### config.mk
export PLATFORM = sky130hd
export DESIGN_NAME = fixed_width_number_formatter_top
export DESIGN_NICKNAME = d
export VERILOG_FILES = /design/src/sv/fwnf_pkg.sv /design/src/sv/fixed_width_number_formatter_top.sv /design/src/sv/fwnf_bcd_step.sv
export SDC_FILE = /design/constraint.sdc
export NUM_CORES = 1
export LEC_CHECK = 0
export BUFFER_PORTS_ARGS = -buffer_cell sky130_fd_sc_hd__buf_2
export CORE_ASPECT_RATIO = 0.75
export CORE_MARGIN = 1
export CORE_UTILIZATION = 54
export CTS_BUF_LIST = sky130_fd_sc_hd__clkbuf_16
export CTS_CLUSTER_SIZE = 10
export DETAILED_ROUTE_END_ITERATION = 10
export PLACE_DENSITY = 0.87
export SLEW_MARGIN = 20
export SYNTH_ARGS = -nofsm -noshare
export SYNTH_HDL_FRONTEND = slang
export SYNTH_SLANG_ARGS = --single-unit
### constraint.sdc
create_clock -name clk -period 2.4 [get_ports clk]
set_input_delay 0.36 -clock clk [delete_from_list [all_inputs] [get_ports clk]]
set_output_delay 0.36 -clock clk [all_outputs]
set_load 0.01 [all_outputs]
### src/sv/fwnf_pkg.sv
// ----------------------------------------------------------------------------
// fwnf_pkg: shared definitions for the fixed-width number formatter
// Widths of the ports, the digit layout and the digit-to-ASCII mapping.
// ----------------------------------------------------------------------------
package fwnf_pkg;

    localparam int VALUE_W     = 32;
    localparam int COUNT_W     = 4;
    localparam int CHAR_W      = 7;
    localparam int DIGIT_W     = 4;
    localparam int MAX_DIGITS  = 8;
    localparam int DIGITS_W    = MAX_DIGITS * DIGIT_W;
    localparam int IDX_W       = 3;
    localparam int STEP_W      = 5;

    localparam logic KIND_HEX  = 1'b0;
    localparam logic KIND_DEC  = 1'b1;

    localparam logic [DIGIT_W-1:0] DIGIT_TEN   = 4'hA;
    localparam logic [DIGIT_W-1:0] DIGIT_FIVE  = 4'd5;
    localparam logic [DIGIT_W-1:0] DIGIT_ADJ   = 4'd3;
    localparam logic [CHAR_W-1:0]  ASCII_ZERO  = 7'h30;
    localparam logic [CHAR_W-1:0]  ASCII_UPPER_A = 7'h41;

    typedef logic [DIGITS_W-1:0] digits_t;

    // Maps a digit value to its ASCII character, upper case above nine.
    function automatic logic [CHAR_W-1:0] digit_to_ascii(input logic [DIGIT_W-1:0] d);
        logic [CHAR_W-1:0] ch;
        if (d >= DIGIT_TEN)
        begin
            ch = ASCII_UPPER_A + CHAR_W'(d - DIGIT_TEN);
        end
        else
        begin
            ch = ASCII_ZERO + CHAR_W'(d);
        end
        return ch;
    endfunction

endpackage

### src/sv/fixed_width_number_formatter_top.sv
// ----------------------------------------------------------------------------
// fixed_width_number_formatter_top: fixed-width hex/decimal ASCII formatter
// Formats a 32-bit unsigned value as exactly digit_count ASCII digits, most
// significant first, keeping leading zeros and dropping higher digits.
// ----------------------------------------------------------------------------
//
//  Channel   Handshake            Payload                   Transfer
//  -------   ------------------   -----------------------   -----------------------
//  command   start / busy         kind, value, digit_count  edge with start & !busy
//  result    strobe (no stall)    character, last           every edge with strobe
//
// A hexadecimal number is loaded and its characters are then emitted on
// consecutive cycles. A decimal number is loaded, converted through the
// shared shift-and-add-three unit (one value bit per cycle), and its
// characters are then emitted on consecutive cycles.
// A count of zero or above eight is taken and produces no characters; busy
// never rises for it. Reset returns the sequencer to idle and clears strobe.
// The receiver cannot stall: characters leave on consecutive cycles.
// ----------------------------------------------------------------------------
module fixed_width_number_formatter_top
(
    input  logic                                clk,
    input  logic                                rst_n,
    input  logic                                start,
    output logic                                busy,
    input  logic                                kind,
    input  logic [fwnf_pkg::VALUE_W-1:0]        value,
    input  logic [fwnf_pkg::COUNT_W-1:0]        digit_count,
    output logic                                strobe,
    output logic [fwnf_pkg::CHAR_W-1:0]         character,
    output logic                                last
);

    // Sequencer states.
    localparam logic [1:0] ST_IDLE = 2'd0;
    localparam logic [1:0] ST_CONV = 2'd1;
    localparam logic [1:0] ST_EMIT = 2'd2;

    logic [1:0]                       state_reg, state_next;
    logic [fwnf_pkg::STEP_W-1:0]      step_reg, step_next;
    logic [fwnf_pkg::IDX_W-1:0]       idx_reg, idx_next;
    logic [fwnf_pkg::VALUE_W-1:0]     bin_reg, bin_next;
    fwnf_pkg::digits_t                digits_reg, digits_next;
    logic                             strobe_reg, strobe_next;
    logic                             last_reg, last_next;
    logic [fwnf_pkg::CHAR_W-1:0]      char_reg, char_next;

    fwnf_pkg::digits_t                step_digits;
    logic                             accept;
    logic                             count_ok;
    logic [fwnf_pkg::COUNT_W-1:0]     count_m1;
    logic [fwnf_pkg::DIGIT_W-1:0]     cur_digit;

    // The shared conversion unit: one value bit enters per cycle.
    fwnf_bcd_step u_bcd_step
    (
        .digits_in  (digits_reg),
        .bit_in     (bin_reg[fwnf_pkg::VALUE_W-1]),
        .digits_out (step_digits)
    );

    assign accept    = start && (state_reg == ST_IDLE);
    assign count_ok  = (digit_count != '0) &&
                       (digit_count <= fwnf_pkg::COUNT_W'(fwnf_pkg::MAX_DIGITS));
    assign count_m1  = digit_count - fwnf_pkg::COUNT_W'(1);
    assign cur_digit = digits_reg[{idx_reg, 2'b00} +: fwnf_pkg::DIGIT_W];

    always_comb
    begin
        state_next  = state_reg;
        step_next   = step_reg;
        idx_next    = idx_reg;
        bin_next    = bin_reg;
        digits_next = digits_reg;
        strobe_next = 1'b0;
        last_next   = last_reg;
        char_next   = char_reg;

        case (state_reg)
            ST_IDLE:
            begin
                if (accept && count_ok)
                begin
                    idx_next = count_m1[fwnf_pkg::IDX_W-1:0];
                    step_next = '0;
                    if (kind == fwnf_pkg::KIND_DEC)
                    begin
                        bin_next    = value;
                        digits_next = '0;
                        state_next  = ST_CONV;
                    end
                    else
                    begin
                        // Hex digits are simply the nibbles of the value.
                        digits_next = value[fwnf_pkg::DIGITS_W-1:0];
                        state_next  = ST_EMIT;
                    end
                end
            end
            ST_CONV:
            begin
                digits_next = step_digits;
                bin_next    = {bin_reg[fwnf_pkg::VALUE_W-2:0], 1'b0};
                step_next   = step_reg + fwnf_pkg::STEP_W'(1);
                if (step_reg == fwnf_pkg::STEP_W'(fwnf_pkg::VALUE_W - 1))
                begin
                    state_next = ST_EMIT;
                end
            end
            ST_EMIT:
            begin
                strobe_next = 1'b1;
                char_next   = fwnf_pkg::digit_to_ascii(cur_digit);
                last_next   = (idx_reg == '0);
                idx_next    = idx_reg - fwnf_pkg::IDX_W'(1);
                if (idx_reg == '0)
                begin
                    state_next = ST_IDLE;
                end
            end
            default:
            begin
                state_next = ST_IDLE;
            end
        endcase
    end

    always_ff @(posedge clk or negedge rst_n)
    begin
        if (!rst_n)
        begin
            state_reg  <= ST_IDLE;
            strobe_reg <= 1'b0;
            step_reg   <= '0;
            idx_reg    <= '0;
        end
        else
        begin
            state_reg  <= state_next;
            strobe_reg <= strobe_next;
            step_reg   <= step_next;
            idx_reg    <= idx_next;
        end
    end

    // Payload registers carry no reset.
    always_ff @(posedge clk)
    begin
        bin_reg    <= bin_next;
        digits_reg <= digits_next;
        last_reg   <= last_next;
        char_reg   <= char_next;
    end

    assign busy      = (state_reg != ST_IDLE);
    assign strobe    = strobe_reg;
    assign character = char_reg;
    assign last      = last_reg;

    // A character is only ever produced from the emit state.
    assert property (@(posedge clk) disable iff (!rst_n)
        strobe |-> $past(state_reg == ST_EMIT))
        else $error("character strobe without emit state");

    // Characters of one number leave on consecutive cycles until the last one.
    assert property (@(posedge clk) disable iff (!rst_n)
        (strobe && !last) |=> strobe)
        else $error("gap inside a formatted number");

    // An empty or oversized count is taken without entering the busy phase.
    assert property (@(posedge clk) disable iff (!rst_n)
        (start && !busy && !count_ok) |=> !busy)
        else $error("busy raised for a count that emits nothing");

    // The final character always ends the busy phase.
    assert property (@(posedge clk) disable iff (!rst_n)
        (strobe && last) |-> !busy)
        else $error("still busy after the last character");

endmodule

### src/sv/fwnf_bcd_step.sv
// ----------------------------------------------------------------------------
// fwnf_bcd_step: one shift-and-add-three step of binary to BCD conversion
// Corrects every BCD digit of five or more by three, then shifts the digit
// word left by one, taking in the next binary bit.
// ----------------------------------------------------------------------------
module fwnf_bcd_step
(
    input  fwnf_pkg::digits_t digits_in,
    input  logic              bit_in,
    output fwnf_pkg::digits_t digits_out
);

    fwnf_pkg::digits_t adjusted;

    // Digits are independent; carries only move upward through the shift,
    // so the digits above the top one can be dropped without harm.
    always_comb
    begin
        for (int i = 0; i < fwnf_pkg::MAX_DIGITS; i++)
        begin
            if (digits_in[i*fwnf_pkg::DIGIT_W +: fwnf_pkg::DIGIT_W] >= fwnf_pkg::DIGIT_FIVE)
            begin
                adjusted[i*fwnf_pkg::DIGIT_W +: fwnf_pkg::DIGIT_W] =
                    digits_in[i*fwnf_pkg::DIGIT_W +: fwnf_pkg::DIGIT_W] + fwnf_pkg::DIGIT_ADJ;
            end
            else
            begin
                adjusted[i*fwnf_pkg::DIGIT_W +: fwnf_pkg::DIGIT_W] =
                    digits_in[i*fwnf_pkg::DIGIT_W +: fwnf_pkg::DIGIT_W];
            end
        end
    end

    assign digits_out = {adjusted[fwnf_pkg::DIGITS_W-2:0], bit_in};

endmodule

==> Implementation_results.wiki <==
{| class="wikitable"
! Metric !! Value
|-
| Status || finished, violations left
|-
| Violated checks || design-rule violations, negative setup slack
|-
| Class of the most critical hold timing path || in -> reg
|-
| # DRC || 2
|-
| Synthesis warning total || 0
|-
| HPWL after DPL || about 7700 um
|-
| First-pass DRT Iterations || 8
|-
| Combined global-route utilization of all metal layers || roughly a quarter
|-
| Fillers || 642
|-
| Nature of the critical path endpoint || flop
|-
| Clock-pin slew on the worst setup and hold paths || 0.06 ns
|-
| Inserted Clock Buffers || 9
|-
| H-Tree Level Count || 3
|-
| Share of layout cells above drive strength 1 || 25.46%
|-
| Fin area || between 5000 and 6000 um2
|-
| Final Setup Violations || 4
|-
| Filler-free cell count of the finished design || 654
|-
| Area added between synthesis and finish || 20.09%
|-
| Setup repair after global routing missed its margin || true
|-
| IO Port Bufs || 49
|-
| Synthesized flop and latch total || 83
|-
| Net count after synthesis || approximately 530
|-
| Fraction of registers with async set/reset || between 10% and 20%
|-
| Count of different cell masters after synthesis || 47
|-
| Clock network fraction of total power || 12.9%
|-
| Most common flop cell mapped by yosys || edfxtp_1
|-
| Part of the Yosys area used for sequential elements || between 40% and 50%
|-
| Weighted congestion at the end of routability-driven global placement || roughly 0.85
|-
| Static leakage || between 0.002 and 0.0025 uW
|-
| Most frequent cells after synthesis || nand2_1 (102), edfxtp_1 (72), nand3b_1 (33), o21ai_0 (33), ha_1 (24)
|-
| Share of the cycle needed by the critical path after routing || 104.6%
|-
| Slew headroom || 63.49%
|-
| Initial antenna violation count || 0
|-
| Mapped Area || 4907 um2
|-
| Number of standard-cell rows in the floorplan || 29
|-
| Setup Total Neg Slack || -0.3125 ns
|-
| Die span in x || 112.1 um
|-
| Pins over their slew limit || 0
|-
| Global-route wire length before repair || 17910 um
|-
| Area enclosed by the die boundary || approximately 9500 um2
|-
| Synthesized area per cell || 10.62 um2
|-
| Pin count of the biggest net entering global routing || 73
|-
| Drt first-iter violations || 305
|-
| Critical path fanouts, max || 5
|-
| Most common cell in the synthesized netlist || nand2_1
|-
| Total congestion overflow || 0
|-
| Die Y-Extent || 84.56 um
|-
| Post-detailed-routing wire length || around 11000 um
|-
| Data arrival time at the worst-slack endpoint || 2.60 ns
|-
| Inserted Diodes || 0
|-
| Peak Freq || between 0.3 and 0.4 GHz
|-
| Switching share of total power || 39.38%
|-
| Power spent charging and discharging nets || a little over 4000 uW
|-
| Fraction of post-synthesis cell area in the top cell type by area || 44.06%
|-
| Part of the total power dissipated in sequential elements || 31.1%
|-
| Effective utilization at floorplan || 56.82%
|-
| Final net count || 605
|-
| Per-cell routed wire length || ~17 um
|-
| Minimum setup slack in the final design || -0.1106 ns
|-
| Core region area || 8636 um2
|-
| Power density of the placed cells || 1769 nW/um2
|-
| Area used by multi-input combinational logic || 2342 um2
|-
| Post-synthesis instance total || between 400 and 500
|-
| Post-detailed-placement cell area || between 5000 and 6000 um2
|-
| ANT nets after route || 0
|-
| Setup Skew || 0.004972 ns
|-
| Number of enable flip-flop cells after synthesis || between 70 and 80
|-
| Setup Crit Path Kind || reg -> reg
|-
| Req. time, crit path || 2.49 ns
|-
| DP Cell Count || 630
|-
| Peak supply drop || 773.2 uV
|-
| Internal power || 6321 uW
|-
| I/O pin cnt || 50
|-
| Cell type with the highest aggregate area in the netlist || edfxtp_1
|-
| Via count of the first global-routing pass || 3783
|-
| Via count normalized by instance count || 5.734
|-
| Final Hold Violating Endpoints || 0
|-
| Fraction of power consumed by combinational cells || a little under three fifths
|-
| Top cells by area, synth || edfxtp_1 (44%), nand2_1 (7.8%), ha_1 (6.1%)
|-
| Max-cap violation count || 0
|-
| Minimum period implied by the final worst setup slack || around 2.5 ns
|-
| Total number of vias || roughly 3800
|-
| Register area || between 2000 and 2500 um2
|-
| Maximum number of buffers from clock root to sink || 2
|-
| CP startpoint kind || flop
|-
| Number of clock sinks || 83
|-
| Cell at the root of the clock tree || clkbuf_16
|-
| Clock tree from TritonCTS || built
|-
| Transition time at the pin with the least slew margin || 0.5430 ns
|-
| Clock Latency Late Sink || 0.34 ns
|}
## worst max-delay path, cell delays in order (launching register included)
cell	delay, ns
dfrtp_2	0.43
mux4_2	0.52
mux2_4	0.32
clkinv_4	0.06
ha_4	0.12
inv_2	0.04
ha_4	0.20
and3b_2	0.22
xnor2_1	0.12
o221a_1	0.23
## final cells by class
class | count | share of cell area [%]
clock inverters | 7 | 0.9979
flip-flops and latches | 83 | 41.38
inverters | 24 | 1.656
well taps | 108 | 2.293
multi-input cells | 332 | 39.75
clock buffers | 9 | 3.822
repair buffers | 91 | 10.11
## through the flow
stage / utilization (%) / power, uW / worst slack (ns) / hold WS (ns)
after detailed placement: 63.76 / 8654 / -0.2293 / 0.2467
after global routing: 68.24 / 11160 / -0.1703 / 0.2971
final: 68.24 / 10430 / -0.1106 / 0.2998
after floorplan: - / 6802 / -0.1545 / 0.06441
after global placement: 63.76 / 8271 / -0.1449 / 0.2464
after CTS: 67.79 / 10240 / -0.1289 / 0.2938
## placed cells by master (no fill, tap or decap), types with 10 or more instances in the layout
master,netlist,layout
a21oi_1,23,22
buf_2,2,49
buf_4,0,37
dfrtp_1,11,10
edfxtp_1,72,72
ha_1,24,20
inv_1,22,21
nand2_1,102,102
nand2b_1,11,10
nand3b_1,33,33
o21ai_0,33,33
o31ai_1,10,10
xnor2_1,10,10
## final timing paths
kind                                         startpoint                         end  slack, ns  depth (start not counted)
worst max-delay path             idx_reg[0]$_DFFE_PN0P_  character[4]$_SDFFCE_PP1P_      -0.11                          9
worst min-delay path                          value[21]       bin_reg[21]$_DFFE_PP_       0.30                          3
worst max register to register   idx_reg[0]$_DFFE_PN0P_  character[4]$_SDFFCE_PP1P_      -0.11                          9
worst min register to register  step_reg[0]$_DFFE_PN0P_     step_reg[0]$_DFFE_PN0P_       0.51                          1
max in group asynchronous                         rst_n      idx_reg[0]$_DFFE_PN0P_       1.74                          2
min in group asynchronous                         rst_n     step_reg[1]$_DFFE_PN0P_       0.42                          2
## metal layers
layer	wire [um]	part of all wire (%)	global-route usage, %
met1	4590	42	30.21
met2	5457	50	42.80
met3	764	7.0	5.776
met4	127	1.2	8.242
met5	0	0	0
## power by group through the flow
stage / combinational (uW) / clock (uW) / sequential [uW]
floorplan: 3720 / 0 / 3090
global placement: 5080 / 0 / 3200
detailed placement: 5410 / 0 / 3250
CTS: 5650 / 1360 / 3230
global route: 6420 / 1430 / 3320
finish: 5840 / 1340 / 3240
## what timing repair did
item,4_1_cts,5_1_grt
pin swaps,1,1
buffers inserted,4,3
hold endpoints to repair,11,0
hold buffers,1,0
gates resized for setup,8,4
endpoints found under the setup margin,6,5
## cell families after synthesis
logic type,count (synthesis),share of synthesized area [%]
DFF,83,49.67
buffers and inverters,47,3.901
muxes,25,8.388
adders and majority gates,24,6.119
and+or+nand+nor,182,18.46
AOI/OAI and AO/OA,82,10.07
xor gates and xnor gates,19,3.391
(Power assumes the default switching activity.)
